===== config.mk =====
export PLATFORM = sky130hd
export DESIGN_NAME = ultrasonic_echo_ranger_top
export DESIGN_NICKNAME = d
export VERILOG_FILES = /design/src/hw/rtl/uer_pkg.sv /design/src/hw/rtl/uer_core.sv /design/src/hw/rtl/ultrasonic_echo_ranger_top.sv
export SDC_FILE = /design/constraint.sdc
export NUM_CORES = 1
export LEC_CHECK = 0
export BUFFER_PORTS_ARGS = -buffer_cell sky130_fd_sc_hd__buf_2
export CAP_MARGIN = 15
export CORE_AREA = 2 2 226 139
export DETAILED_ROUTE_END_ITERATION = 8
export DIE_AREA = 0 0 228 141
export PLACE_DENSITY_LB_ADDON = 0.05
export RECOVER_POWER = 50
export SLEW_MARGIN = 20
export SYNTH_ARGS = -nofsm -noshare
export SYNTH_HDL_FRONTEND = slang
export SYNTH_HIERARCHICAL = 1
export SYNTH_SLANG_ARGS = --single-unit

===== constraint.sdc =====
create_clock -name clock -period 12 [get_ports clock]
set_input_delay 0.6 -clock clock [delete_from_list [all_inputs] [get_ports clock]]
set_output_delay 0.6 -clock clock [all_outputs]
set_load 0.05 [all_outputs]

===== src/hw/rtl/uer_pkg.sv =====
// shared types and constants of the ultrasonic echo ranger
`default_nettype none

package uer_pkg;

   localparam int COUNT_BITS_DEF = 16;

   localparam logic [15:0] TRIG_PULSE_RESET  = 16'd56;
   localparam logic [15:0] DIST_FACTOR_RESET = 16'd767;

   typedef enum logic [1:0] {
      PH_IDLE       = 2'd0,
      PH_TRIG       = 2'd1,
      PH_WAIT_START = 2'd2,
      PH_WAIT_END   = 2'd3
   } phase_type;

   typedef enum logic {
      REG_TRIG_PULSE  = 1'b0,
      REG_DIST_FACTOR = 1'b1
   } reg_index_type;

   typedef struct packed {
      logic        trig_out;
      phase_type   phase;
      logic        distance_valid;
      logic [15:0] pulse_ticks;
   } stage_type;

endpackage

`default_nettype wire


===== src/hw/rtl/uer_core.sv =====
// trigger and echo capture state machine with echo width stage register
`default_nettype none

module uer_core #(
   parameter int COUNT_BITS = uer_pkg::COUNT_BITS_DEF
) (
   input  wire logic               clock,
   input  wire logic               reset,
   input  wire logic               accept,
   input  wire logic               trigger_request,
   input  wire logic               echo_level,
   input  wire logic [15:0]        trig_pulse_ticks,
   output uer_pkg::stage_type      stage_ff
);

   localparam int CMP_BITS = (COUNT_BITS > 16) ? COUNT_BITS : 16;
   localparam logic [COUNT_BITS-1:0] CNT_MAX = '1;

   uer_pkg::phase_type      phase_ff, phase_in;
   logic [COUNT_BITS-1:0]   tick_ff, tick_in;
   logic [COUNT_BITS-1:0]   start_ff, start_in;
   logic [COUNT_BITS-1:0]   end_ff, end_in;
   logic                    last_echo_ff, last_echo_in;
   logic                    trig_ff, trig_in;

   logic [COUNT_BITS-1:0]   tick_inc;
   logic                    echo_edge;
   logic                    pulse_done;
   logic                    dist_valid;
   logic [COUNT_BITS-1:0]   width_raw;
   logic [CMP_BITS-1:0]     width_wide;
   logic [15:0]             width_sat;
   uer_pkg::stage_type      stage_in;

   assign tick_inc   = tick_ff + 1'b1;
   assign echo_edge  = echo_level ^ last_echo_ff;
   assign pulse_done = (CMP_BITS'(tick_inc) >= CMP_BITS'(trig_pulse_ticks))
                       || (tick_inc == CNT_MAX);

   // next state
   always_comb begin
      phase_in     = phase_ff;
      tick_in      = tick_ff;
      start_in     = start_ff;
      end_in       = end_ff;
      trig_in      = trig_ff;
      last_echo_in = echo_level;
      if (trigger_request) begin
         phase_in = uer_pkg::PH_TRIG;
         trig_in  = 1'b1;
         tick_in  = '0;
      end else if (phase_ff == uer_pkg::PH_TRIG) begin
         tick_in = tick_inc;
         if (pulse_done) begin
            trig_in  = 1'b0;
            phase_in = uer_pkg::PH_WAIT_START;
            tick_in  = '0;
         end
      end else begin
         tick_in = tick_inc;
         if (echo_edge) begin
            unique case (phase_ff)
               uer_pkg::PH_WAIT_START: begin
                  start_in = tick_ff;
                  phase_in = uer_pkg::PH_WAIT_END;
               end
               uer_pkg::PH_WAIT_END: begin
                  end_in   = tick_ff;
                  phase_in = uer_pkg::PH_IDLE;
               end
               uer_pkg::PH_IDLE, uer_pkg::PH_TRIG: begin
               end
            endcase
         end
      end
   end

   // outputs of this tick
   always_comb begin
      dist_valid = !trigger_request && (phase_ff == uer_pkg::PH_WAIT_END) && echo_edge;
      // equal captures count as a full wrap
      if (end_in > start_in) begin
         width_raw = end_in - start_in;
      end else begin
         width_raw = CNT_MAX - start_in + end_in;
      end
      width_wide = CMP_BITS'(width_raw);
      if ((width_wide >> 16) != '0) begin
         width_sat = 16'hFFFF;
      end else begin
         width_sat = width_wide[15:0];
      end
      stage_in.trig_out       = trig_in;
      stage_in.phase          = phase_in;
      stage_in.distance_valid = dist_valid;
      stage_in.pulse_ticks    = width_sat;
   end

   always_ff @(posedge clock) begin
      if (reset) begin
         phase_ff     <= uer_pkg::PH_IDLE;
         tick_ff      <= '0;
         start_ff     <= '0;
         end_ff       <= '0;
         last_echo_ff <= 1'b0;
         trig_ff      <= 1'b0;
      end else if (accept) begin
         phase_ff     <= phase_in;
         tick_ff      <= tick_in;
         start_ff     <= start_in;
         end_ff       <= end_in;
         last_echo_ff <= last_echo_in;
         trig_ff      <= trig_in;
      end
   end

   always_ff @(posedge clock) begin
      if (accept) begin
         stage_ff <= stage_in;
      end
   end

endmodule

`default_nettype wire


===== src/hw/rtl/ultrasonic_echo_ranger_top.sv =====
// ultrasonic echo ranger: words pass stage_ff, then the output register; one word
// per cycle when not stalled; stage one updates the capture state and echo width,
// stage two multiplies the width by dist_factor into the output register
// synchronous reset clears the phase, counter, captures and valids and loads
// trig_pulse_ticks = 56 and dist_factor = 767
`default_nettype none

module ultrasonic_echo_ranger_top #(
   parameter int COUNT_BITS = uer_pkg::COUNT_BITS_DEF
) (
   input  wire logic        clock,
   input  wire logic        reset,
   input  wire logic        req_valid,
   output logic             req_stall,
   input  wire logic        req_trigger_request,
   input  wire logic        req_echo_level,
   output logic             rsp_valid,
   input  wire logic        rsp_stall,
   output logic             rsp_trig_out,
   output logic [1:0]       rsp_phase,
   output logic             rsp_distance_valid,
   output logic [15:0]      rsp_pulse_ticks,
   output logic [31:0]      rsp_distance,
   input  wire logic        psel,
   input  wire logic        penable,
   input  wire logic        pwrite,
   input  wire logic [2:0]  paddr,
   input  wire logic [31:0] pwdata,
   output logic [31:0]      prdata,
   output logic             pready
);

   logic [15:0]             trig_pulse_ff;
   logic [15:0]             dist_factor_ff;
   uer_pkg::reg_index_type  reg_index;
   logic                    cfg_write;

   logic                    stage_valid_ff;
   logic                    stage_advance;
   logic                    accept;
   logic                    out_ready;
   uer_pkg::stage_type      stage_ff;

   logic                    out_valid_ff;
   uer_pkg::stage_type      out_ff;
   logic [31:0]             distance_ff, distance_in;

   assign pready    = 1'b1;
   assign reg_index = uer_pkg::reg_index_type'(paddr[2]);
   assign cfg_write = psel && penable && pwrite;

   always_comb begin
      unique case (reg_index)
         uer_pkg::REG_TRIG_PULSE:  prdata = {16'h0000, trig_pulse_ff};
         uer_pkg::REG_DIST_FACTOR: prdata = {16'h0000, dist_factor_ff};
      endcase
   end

   always_ff @(posedge clock) begin
      if (reset) begin
         trig_pulse_ff  <= uer_pkg::TRIG_PULSE_RESET;
         dist_factor_ff <= uer_pkg::DIST_FACTOR_RESET;
      end else if (cfg_write) begin
         unique case (reg_index)
            uer_pkg::REG_TRIG_PULSE:  trig_pulse_ff  <= pwdata[15:0];
            uer_pkg::REG_DIST_FACTOR: dist_factor_ff <= pwdata[15:0];
         endcase
      end
   end

   // two-stage word pipeline, each stage moves when the one after it has room
   assign out_ready     = !out_valid_ff || !rsp_stall;
   assign stage_advance = !stage_valid_ff || out_ready;
   assign req_stall     = !stage_advance;
   assign accept        = req_valid && stage_advance;

   uer_core #(
      .COUNT_BITS(COUNT_BITS)
   ) u_core (
      .clock            (clock),
      .reset            (reset),
      .accept           (accept),
      .trigger_request  (req_trigger_request),
      .echo_level       (req_echo_level),
      .trig_pulse_ticks (trig_pulse_ff),
      .stage_ff         (stage_ff)
   );

   assign distance_in = 32'(stage_ff.pulse_ticks * dist_factor_ff);

   always_ff @(posedge clock) begin
      if (reset) begin
         stage_valid_ff <= 1'b0;
         out_valid_ff   <= 1'b0;
      end else begin
         if (stage_advance) begin
            stage_valid_ff <= req_valid;
         end
         if (out_ready) begin
            out_valid_ff <= stage_valid_ff;
         end
      end
   end

   always_ff @(posedge clock) begin
      if (out_ready && stage_valid_ff) begin
         out_ff      <= stage_ff;
         distance_ff <= distance_in;
      end
   end

   assign rsp_valid          = out_valid_ff;
   assign rsp_trig_out       = out_ff.trig_out;
   assign rsp_phase          = out_ff.phase;
   assign rsp_distance_valid = out_ff.distance_valid;
   assign rsp_pulse_ticks    = out_ff.pulse_ticks;
   assign rsp_distance       = distance_ff;

endmodule

`default_nettype wire

### Yosys cells after proc, flatten, opt, wreduce, memory -nomap -nowiden

Index checks and enable logic that the tools add are counted.

| word-level totals | value |
|---|---|
| register bits after elaboration | 158 |
| bits in latches | 0 |
| memory bits (writable) | 0 |
| memory bits (read-only) | 0 |
| input bits | 44 |
| output and inout port bits | 87 |
| word-level logic and storage cells | 69 |
| memories | 0 |

| cells by class | value |
|---|---|
| add/subtract/negate cells | 4 |
| $mul | 1 |
| divide/modulo/power cells | 0 |
| $lt $le $gt $ge | 2 |
| equality and inequality tests | 4 |
| shifts and indexed selects | 0 |
| multiplexer cells | 21 |
| bitwise gates (word level) | 2 |
| reductions and logical operators | 16 |

Operator list:

| kind | count |
|---|---|
| $mux W16 | 12 |
| $pmux W32 S2 | 1 |
| $mul A16 B16 Y32 | 1 |
| $add A16 B1 Y16 const B | 1 |
| $add A16 B16 Y16 | 1 |
| $eq A16 B16 Y1 const B | 1 |
| $ge A16 B16 Y1 | 1 |
| $gt A16 B16 Y1 | 1 |
| $sub A16 B16 Y16 | 1 |
| $sub A16 B16 Y16 const A | 1 |
| $mux W2 | 4 |
| $logic_and A1 B1 Y1 | 6 |
| $logic_not A1 Y1 | 5 |
| $eq A2 B2 Y1 const B | 2 |
| $pmux W2 S2 | 1 |
| $reduce_and A2 Y1 | 2 |
| $logic_or A1 B1 Y1 | 3 |
| $mux W1 | 3 |
| $eq A2 B1 Y1 const B | 1 |
| $not A1 Y1 | 1 |
| $xor A1 B1 Y1 | 1 |

### Longest topological paths before layout

Gate-level depths: netlist of run 1.

| depth | value |
|---|---|
| word-level depth | 8 |
| gate-level depth with buffers | 22 |
| gate-level depth less buffers | 20 |

### Modules after synthesis

Netlist of run 1, hierarchy kept.

Modules (own cells, without submodules):

| module | times used | cells an instance | area an instance (um^2) | sequential area each (um^2) |
|---|---|---|---|---|
| ultrasonic_echo_ranger_top | 1 | 1,230 | 11,596.1 | 2,242.2 |
| uer_core | 1 | 538 | 4,758.3 | 1,641.6 |

### Worst setup path before layout of run 1

Ideal clock, no wire load.

| timing path | value |
|---|---|
| path type | register to register |
| from | register dist_factor_ff[1] |
| to | register distance_ff[31], in the netlist rsp_distance[31], data pin |
| library setup time | 260 ps |
| arrival time | 5,762 ps |
| required time | 11,740 ps |
| path slack | 5,978 ps |
| stages on the path, launching flop included | 21 |
| buffers on the path | 2 |
| clock period less this slack | 6,022 ps |
| path through | dfxtp_1 > clkbuf_1 > clkbuf_1 > nand2_1 > fa_1 > fa_1 > fa_1 > fa_1 > inv_1 > fa_1 > inv_1 > fa_1 > inv_1 > ha_1 > o21a_1 > a211oi_1 > nor2_1 > o31a_1 > a311o_1 > a221oi_2 > xnor2_1 |

| between the ends | value |
|---|---|
| longest elaborated chain between the ends | 1 |

Ends and longest elaborated chain:

| item | RTL line | RTL |
|---|---|---|
| start, declared | ultrasonic_echo_ranger_top.sv:34 | `logic [15:0] dist_factor_ff;` |
| start signal, assigned | ultrasonic_echo_ranger_top.sv:62 | `dist_factor_ff <= uer_pkg::DIST_FACTOR_RESET;` |
| start signal, assigned | ultrasonic_echo_ranger_top.sv:66 | `uer_pkg::REG_DIST_FACTOR: dist_factor_ff <= pwdata[15:0];` |
| $mul A16 B16 Y32 | ultrasonic_echo_ranger_top.sv:89 | `assign distance_in = 32'(stage_ff.pulse_ticks * dist_factor_ff);` |
| via distance_in[31] | ultrasonic_echo_ranger_top.sv:46 | `logic [31:0] distance_ff, distance_in;` |
| end signal, assigned | ultrasonic_echo_ranger_top.sv:108 | `distance_ff <= distance_in;` |
| end, declared | ultrasonic_echo_ranger_top.sv:46 |  |

The timed path passes the listed nets, and every way through them passes these cells.
A chain may end at the register's enable or synchronous reset.

### Worst setup path in the final report of run 1

| timing path | value |
|---|---|
| from | register, netlist name u_core/stage_ff[10] |
| to | register distance_ff[29], in the netlist rsp_distance[29], data pin |

| between the ends | value |
|---|---|
| longest elaborated chain between the ends | 1 |

Ends and longest elaborated chain:

| item | RTL line |
|---|---|
| $mul A16 B16 Y32 | ultrasonic_echo_ranger_top.sv:89 |
| via distance_in[29] | ultrasonic_echo_ranger_top.sv:46 |

The timed path passes the listed nets, and every way through them passes these cells.

==> impl_results.md, run 1 <==
* Final Non-Filler Cells at between 2000 and 2500
* Final setup violation count at 0
* CTS resizes at 0
* Worst slew margin at -1.21
* Seq cells post-synth at around 160
* Async set-reset flop share out of synthesis at 0
* CTS Buf Count at 17
* Failing checks: max-capacitance violations, max-slew violations
* Period minus WS final at 7.17 ns
* Run status: finished, violations left
* Routed Antenna Nets at 0
* Max Root-Sink Buffers at 2
* Fmax at 0.139 GHz
* IO Count at 131
* Initial DRC Count at between 1000 and 1500
* Global Route Usage Sum at 0.264
* Synth cell types at 68
* Leading cell type by number of instances after synthesis: nand2_1
* Placeable core area at 30400 µm²
* CP Max Fanout at 17
* Final GP Congestion at 0.900
* Hold violation total from the final report at 0
* Layout area overhead at 7.62%
* CTS tree: yes
* Crit Path Class: register to register
* Yosys top cell by area: fa_1
* WL per Instance at 18.3 µm
* Dominant synthesized flop cell: dfxtp_1
* Global-route wire length before repair at ~66000 µm
* Setup bufs post-CTS at 0
* Top post-synthesis cells by count: nand2_1 (261), inv_1 (255), fa_1 (196)
* Post-synthesis sequential area ratio at 0.237
* HP Class: input port to register
* Post-synth EDFFs at 72
* Synth top area cells: fa_1 (24%), edfxtp_1 (13%), ha_1 (11%), dfxtp_1 (11%), nand2_1 (6.0%)
* Worst reg2reg path startpoint: u_core/stage_ff[10]
* DRC at 0
* Post-Route WL at 41100 µm
* Full die area at 32100 µm²
* Number of detailed-route iterations in the first pass at 5
* Max-cap violations at 3
* Vias in the first global route at around 12000
* Yosys warns at 6
* WP data required at about 12 ns
* IO Port Bufs at 95
* Via Count at 12300
* H-tree depth at 4
* CP startpoint: u_core/stage_ff[10]
* Latest clock arrival within the worst-skew pair at 0.47 ns
* Largest net degree at the start of global routing at 75
* Dpl cells at 2206
* Crit. End Element: register
* Skew final at ~0.020 ns
* Initial Util at 0.538
* Hold Buf Count CTS at 0
* Mapped Cells at 1768
* Std cell rows at 50
* Worst-path clk slew at 0.08 ns
* Detail Placement HPWL at 30500 µm
* Hold Path Origin: req_valid
* Die height at between 100 and 150 µm
* Fin nets at 2192
* Post-Syn Area per Cell at about 9.3 µm²
* Synth top area share at 0.240
* RSZ-0062 raised after global routing: no
* Initial antenna violation count at 0
* Post-Syn Area at 16400 µm²
* CTS Sinks at roughly 160
* Slew Viols, Final at 160
* Setup TNS at 0 ns
* Worst setup SP type: register
* Ratio of cells with drive above 1 in the final layout at 0.0812
* Diode count at 0
* Die Wd at ~230 µm
* Via-to-Cell Ratio at 5.50
* Gr ovfl total at 0
* Fin crit share at 0.597
* Arrival @ worst endpoint at 7.38 ns
* Root Driver: clkbuf_16
* Worst slew pin tran at 3.31 ns
cell usage in the layout (no fill, tap or decap), types with 4 or more instances in the layout:
cell type | Yosys | routed
nand2_1 | 261 | 261
inv_1 | 255 | 255
fa_1 | 196 | 196
ha_1 | 143 | 143
and2_1 | 124 | 123
nor2_1 | 95 | 95
dfxtp_1 | 86 | 86
a21oi_1 | 76 | 76
edfxtp_1 | 72 | 72
buf_2 | 5 | 55
clkbuf_1 | 72 | 48
xnor2_1 | 34 | 34
mux2_2 | 33 | 33
o21ai_0 | 32 | 32
a211oi_1 | 27 | 27
xor2_1 | 22 | 22
nand3_1 | 19 | 19
mux2i_1 | 18 | 18
nor3_1 | 17 | 17
conb_1 | 2 | 17
clkbuf_16 | 0 | 17
a21o_1 | 16 | 16
nand3b_1 | 15 | 15
o2111ai_1 | 11 | 11
a31oi_1 | 10 | 10
nand4_1 | 10 | 10
and3_1 | 9 | 9
o21bai_1 | 7 | 7
nor2b_1 | 8 | 7
buf_4 | 21 | 7
o21a_1 | 4 | 4
o31ai_1 | 4 | 4
o211ai_1 | 4 | 4
nand2b_1 | 4 | 4
o21ai_1 | 4 | 4
inv_6 | 0 | 4
and4_1 | 4 | 4
worst max-delay path, cell delays in order (launching register included):
cell	delay (ns)
edfxtp_1	0.33
clkbuf_1	0.87
nand2_1	0.22
fa_1	0.55
fa_1	0.59
fa_1	0.45
fa_1	0.55
inv_1	0.05
fa_1	0.47
inv_1	0.05
fa_1	0.47
inv_1	0.04
ha_1	0.35
nand4_1	0.21
nor4_1	0.65
o31ai_1	0.21
a21oi_1	0.48
a41oi_1	0.22
xnor2_1	0.16
sequential cells by signal (all words and copies together), names as in the netlist, 2 cells and up:
register         flops
dist_factor_ff      16
rsp_distance        32
rsp_phase            2
rsp_pulse_ticks     16
trig_pulse_ff       16
u_core/end_ff       16
u_core/phase_ff      2
u_core/stage_ff     20
u_core/start_ff     16
u_core/tick_ff      16
through the flow:
stage	area [µm²]	worst slack (ns)	util	hold slack (ns)
after floorplan	16400	5.98	-	0.400
after global placement	17100	5.29	0.561	0.402
after detailed placement	17100	5.29	0.561	0.412
after CTS	17700	5.26	0.582	0.343
after global routing	17600	4.58	0.579	0.370
final	17600	4.83	0.579	0.353
cells by family (layout without fill, tap and decap cells):
| family | after synthesis | in the layout | share of synthesized area |
|---|---|---|---|
| other | 2 | 17 | 0.000459 |
| DFF | 158 | 158 | 0.237 |
| muxes | 53 | 53 | 0.0360 |
| and+or+nand+nor | 579 | 579 | 0.168 |
| buffers and inverters | 359 | 398 | 0.0885 |
| adders and majority gates | 339 | 339 | 0.349 |
| AOI/OAI and AO/OA | 222 | 222 | 0.0899 |
| xor gates and xnor gates | 56 | 56 | 0.0300 |
routing by layer:
metal,share of wire,global-route usage
met4,0.010,0.0571
met1,0.50,0.423
met5,0,0
met2,0.40,0.354
met3,0.088,0.0621
worst paths after layout:
| check | to | slack, ns | depth (start not counted) |
|---|---|---|---|
| setup / recovery | rsp_distance[29] | 4.83 | 18 |
| hold / removal | stage_valid_ff | 0.35 | 3 |
| setup reg to reg | rsp_distance[29] | 4.83 | 18 |
| hold reg to reg | rsp_phase[0] | 0.43 | 0 |
final cells by class:
type | instances | area, µm²
inverters | 256 | 961
clock buffers | 18 | 439
clock inverters | 14 | 196
multi-input cells | 1266 | 11100
flip-flops and latches | 158 | 3880
well taps | 416 | 520
fillers | 2760 | 12800
repair buffers | 110 | 508
Power of run 1 is left out: the tool's default activity adds up to more than one toggle a clock period on the data nets, which glitch-free logic cannot reach.
==> run 2: changes to the inputs <==
==> constraint.sdc (replaced) <==
create_clock -name clock -period 6.1 [get_ports clock]
set_input_delay 0.305 -clock clock [delete_from_list [all_inputs] [get_ports clock]]
set_output_delay 0.305 -clock clock [all_outputs]
set_load 0.05 [all_outputs]
==> impl_results.md, run 2 (synthesized netlist as in run 1, its figures left out) <==
* Crit. End Element: register
* CTS Sinks at 158 (unchanged)
* Filler cells at 2715 (-1.6%)
* IO Count at 131 (unchanged)
* Max Root-Sink Buffers at 2 (unchanged)
* Initial antenna violation count at 0 (unchanged)
* Fin Hold WS at 0.0848 ns (-0.268 ns)
* Placed Area at 17500 µm² (+2.7%)
* Global-route wire length before repair at 66800 µm (+1.7%)
* Pre-CTS WS at 0.0268 ns (-5.27 ns)
* Full die area at 32100 µm² (unchanged)
* Largest net degree at the start of global routing at 75 (unchanged)
* Initial DRC Count at 1109 (+2.5%)
* Slowest-stage cell, CP: fa_1
* HP Class: input port to register
* Failing checks: max-capacitance violations, max-slew violations
* CP Max Fanout at 6 (-11)
* Layout area overhead at 11.8%
* Met3 Wirelength at 3470 µm (-4.0%)
* Hold Buf Count CTS at 0 (unchanged)
* Routed Antenna Nets at 0 (unchanged)
* Global Route Usage Sum at 0.266 (+0.00255)
* Run status: finished, violations left
* Std cell rows at 50 (unchanged)
* Hold Path Cell Cnt at 3 (unchanged)
* Post-Route WL at 41500 µm (+1.2%)
* Setup TNS at 0 ns (unchanged)
* Cell area after layout at 18300 µm² (+3.9%)
* Detail Placement HPWL at 32700 µm (+7.4%)
* Max-cap violations at 2 (-1)
* WL per Instance at 17.9 µm (-2.3%)
* Via Count at 12600 (+2.6%)
* Worst-path clk slew at 0.08 ns (about the same)
* Commonest cells after routing, fill and taps aside: nand2_1 (261), inv_1 (253), fa_1 (194)
* Fin nets at 2270 (+3.6%)
* Max reg flops at 32 (unchanged)
* IO Port Bufs at 95 (unchanged)
* Worst path buffer plus inverter count at 5 (+1)
* Final setup violation count at 0 (unchanged)
* Slew Viols, Final at 128 (-20%)
* Die height at 141 µm (unchanged)
* Placeable core area at 30400 µm² (unchanged)
* Worst path max stage delay at 0.55 ns (-0.32 ns)
* Worst slew pin tran at 3.36 ns (+0.0508 ns)
* Vias in the first global route at 12400 (+4.4%)
* Period minus WS final at 5.93 ns (-1.24 ns)
* Worst setup SP type: register
* WL met2 at 17400 µm (+6.0%)
* Via-to-Cell Ratio at 5.45 (-0.85%)
* Fmax at 0.169 GHz (+21%)
* Fin crit share at 0.972 (+0.375)
* Worst Reg2Reg Path Length in Cells at 20 (+2)
* Latest clock arrival within the worst-skew pair at 0.45 ns (-0.02 ns)
* CP Depth at 20 (+2)
* CTS Buf Count at 17 (unchanged)
* Diode count at 0 (unchanged)
* Setup ws final at 0.169 ns (-4.66 ns)
* Crit-path leading delay family: adder cells
* Gr ovfl total at 0 (unchanged)
* Die Wd at 228 µm (unchanged)
* CP most frequent cell: fa_1
* Top Metal Used: met4
* Arrival @ worst endpoint at 6.13 ns (-1.25 ns)
* Skew final at 0.0113 ns (-0.00897 ns)
* Most common cell after layout, fill and taps aside: nand2_1
* Number of detailed-route iterations in the first pass at 6 (+1)
* Root Driver: clkbuf_16
* H-tree depth at 4 (unchanged)
* CTS tree: yes
* Met1 Routed Length at 20100 µm (-2.0%)
* Crit Path Class: register to register
* Ratio of cells with drive above 1 in the final layout at 0.128 (+0.0467)
* Final GP Congestion at 0.896 (-0.52%)
* DRC at 0 (unchanged)
* Worst slew margin at -1.24 (-0.0339)
* Hold violation total from the final report at 0 (unchanged)
* WP data required at 6.30 ns (-5.91 ns)
* Initial Util at 0.538 (unchanged)
* Critical-path cell list: buf_6, buf_4, buf_4, and2_1, fa_1, fa_1, fa_1, fa_1, fa_1, inv_1, fa_1, inv_1, ha_1, a21o_1, a21o_1, a21oi_1, a21oi_1, a311o_1, a221oi_2, xnor2_1
## run 2: cell types whose count changed in the layout (fill, tap and decap cells not counted), sizes merged
cell	before	now
buf	62	128
inv	264	263
bufinv	3	0
clkbuf	66	77
clkinv	1	5
clkinvlp	2	3
## run 2: routing by layer
metal / track usage / vias up
met5: 0 / -
met4: 0.0561 / 0
met3: 0.0562 / 42
met2: 0.379 / 423
met1: 0.414 / 6232
li1: - / 5921
## run 2: metrics by stage
step | util | cells
4_1_cts | 0.595 | 2300
5_1_grt | 0.601 | 2316
3_3_place_gp | 0.576 | 2268
6_report | 0.601 | 2316
3_5_place_dp | 0.576 | 2268
2_1_floorplan | - | 1783
## run 2: worst paths after layout
kind,slack (ns),start,end
worst max-delay path,0.17,u_core/stage_ff[6],rsp_distance[31]
worst min-delay path,0.08,req_valid,stage_valid_ff
worst max register to register,0.17,u_core/stage_ff[6],rsp_distance[31]
worst min register to register,0.42,u_core/stage_ff[16],rsp_distance_valid
## run 2: layout make-up
type / instances / area [µm²] / area share
clock buffer: 17 / 425 / 0.0233
clock inverter: 15 / 153 / 0.00835
inverter: 256 / 961 / 0.0526
multi-input combinational: 1266 / 11200 / 0.614
sequential: 158 / 3890 / 0.213
tap: 416 / 520 / 0.0285
timing repair buffer: 188 / 1110 / 0.0608
## run 2: timing repair
action                     in CTS  in global routing
setup endpoints to repair       0                 12
resized for setup               0                 35
setup buffers                   0                 16
hold endpoints to repair        0                  0
## run 2: worst register-to-register path: cells and delay by family, from the launching register on
kind | cells | cell delay [ns]
buf+inv | 5 | 0.58
fa+ha+maj | 7 | 3.12
xor+xnor | 1 | 0.10
compound gates | 6 | 1.23
simple gates | 1 | 0.17
flops | 1 | 0.50
Power of run 2 is left out for the same reason.
==> run 3: changes to the inputs <==
--- a/config.mk
+++ b/config.mk
@@ -11,7 +11,7 @@
 export DETAILED_ROUTE_END_ITERATION = 8
 export DIE_AREA = 0 0 228 141
 export PLACE_DENSITY_LB_ADDON = 0.05
-export RECOVER_POWER = 50
+export RECOVER_POWER = 100
 export SLEW_MARGIN = 20
 export SYNTH_ARGS = -nofsm -noshare
 export SYNTH_HDL_FRONTEND = slang
==> impl_results.md, run 3 (synthesized netlist as in run 1, its figures left out) <==
* Run status: finished, violations left
* Failing checks: max-capacitance violations, max-slew violations
* CTS Buf Count at 17 (unchanged)
* Initial Util at 0.538 (unchanged)
* Top Metal Used: met4
* Worst slew margin at -1.22 (+0.0228)
* CTS Sinks at 158 (unchanged)
* Full die area at 32100 µm² (unchanged)
* H-tree depth at 4 (unchanged)
* Met3 Wirelength at 3260 µm (-6.1%)
* Max-cap violations at 4 (+2)
* Placeable core area at 30400 µm² (unchanged)
* CP Max Fanout at 6 (unchanged)
* Root Driver: clkbuf_16
* Pre-CTS WS at 0.0268 ns (unchanged)
* Period minus WS final at 5.94 ns (+0.00513 ns)
* Hold Path Origin: req_valid
* Fmax at 0.168 GHz (about the same)
* Number of detailed-route iterations in the first pass at 7 (+1)
* Die Wd at 228 µm (unchanged)
* Largest net degree at the start of global routing at 75 (unchanged)
* Post-Route WL at 41600 µm (+0.24%)
* Setup ws final at 0.163 ns (-0.00512 ns)
* Initial antenna violation count at 0 (unchanged)
* Crit. End Element: register
* Fin Hold WS at 0.0837 ns (-0.00112 ns)
* Via-to-Cell Ratio at 5.45 (unchanged)
* IO Count at 131 (unchanged)
* Layout area overhead at 11.4%
* Skew final at 0.0106 ns (-0.000676 ns)
* Vias in the first global route at 12400 (unchanged)
* Worst reg2reg path startpoint: u_core/stage_ff[6]
* IO Port Bufs at 95 (unchanged)
* Slew Viols, Final at 202 (+58%)
* Commonest cells after routing, fill and taps aside: nand2_1 (261), inv_1 (253), fa_1 (194)
* Latest clock arrival within the worst-skew pair at 0.45 ns (about the same)
* Die height at 141 µm (unchanged)
* Global-route wire length before repair at 66800 µm (unchanged)
* WL per Instance at 18.0 µm (+0.24%)
* Final setup violation count at 0 (unchanged)
* Most common cell after layout, fill and taps aside: nand2_1
* WL met2 at 17400 µm (+0.12%)
* Fin crit share at 0.973 (about the same)
* Ratio of cells with drive above 1 in the final layout at 0.117 (-0.0111)
* Max reg flops at 32 (unchanged)
* DRC at 0 (unchanged)
* Diode count at 0 (unchanged)
* Worst slew pin tran at 3.33 ns (-0.0342 ns)
* Crit Path Class: register to register
* CTS tree: yes
* Routed Antenna Nets at 0 (unchanged)
* Arrival @ worst endpoint at 6.14 ns (about the same)
* Std cell rows at 50 (unchanged)
* Max Root-Sink Buffers at 2 (unchanged)
* Met1 Routed Length at 20400 µm (+1.2%)
* Worst-path clk slew at 0.08 ns (about the same)
* WP data required at 6.30 ns (about the same)
* Setup TNS at 0 ns (unchanged)
* HP Class: input port to register
* Detail Placement HPWL at 32700 µm (unchanged)
* CP startpoint: u_core/stage_ff[6]
* Gr ovfl total at 0 (unchanged)
* Global Route Usage Sum at 0.266 (unchanged)
* Via Count at 12600 (unchanged)
* Fin nets at 2270 (unchanged)
* Initial DRC Count at 1118 (+0.81%)
* Final GP Congestion at 0.896 (unchanged)
* Hold violation total from the final report at 0 (unchanged)
* Worst setup SP type: register
[run 3: cell types whose count changed in the layout (fill, tap and decap cells not counted), moves of 4 or more]
cell | previous run | this run
and2_0 | 1 | 6
buf_2 | 42 | 28
and2_1 | 120 | 116
clkbuf_1 | 60 | 75
[run 3: cell type report]
| cell class | count | area, µm² |
|---|---|---|
| well taps | 416 | 520 |
| repair buffers | 188 | 1090 |
| clock buffers | 17 | 425 |
| inverters | 256 | 961 |
| multi-input cells | 1266 | 11200 |
| flip-flops and latches | 158 | 3890 |
| fillers | 2735 | 12200 |
| clock inverters | 15 | 153 |
[run 3: path summary, 6_finish.rpt]
kind         slack (ns)  depth (start not counted)                 end
min                0.08                          3      stage_valid_ff
max                0.16                         20    rsp_distance[31]
max reg2reg        0.16                         20    rsp_distance[31]
min reg2reg        0.42                          0  rsp_distance_valid
[run 3: metrics by stage]
stage	std cells	util	instance area (µm²)
finish	2316	0.599	18200
global route	2316	0.599	18200
CTS	2300	0.595	18100
detailed placement	2268	0.576	17500
global placement	2268	0.576	17500
floorplan	1783	-	16400
[run 3: critical path: stages (launching register included)]
cell,delay (ns)
edfxtp_1,0.51
buf_6,0.17
buf_4,0.16
buf_4,0.15
and2_1,0.17
fa_1,0.55
fa_1,0.44
fa_1,0.53
fa_1,0.43
fa_1,0.49
inv_1,0.05
fa_1,0.47
inv_1,0.04
ha_1,0.21
a21o_1,0.20
a21o_1,0.17
a21oi_1,0.17
a21oi_1,0.08
a311o_1,0.35
a221oi_2,0.26
xnor2_1,0.10
[run 3: per-layer routing]
| layer | GRT usage | up-vias |
|---|---|---|
| met1 | 0.414 | 6255 |
| met3 | 0.0562 | 44 |
| met2 | 0.379 | 405 |
| met5 | 0 | - |
| met4 | 0.0561 | 0 |
| li1 | - | 5914 |
[run 3: repair_timing]
item	4_1_cts	5_1_grt
setup buffers	0	16
resized for setup	0	35
hold buffers	0	0
endpoints found under the setup margin	0	12
endpoints found under the hold margin	0	0
Power of run 3 is left out for the same reason.
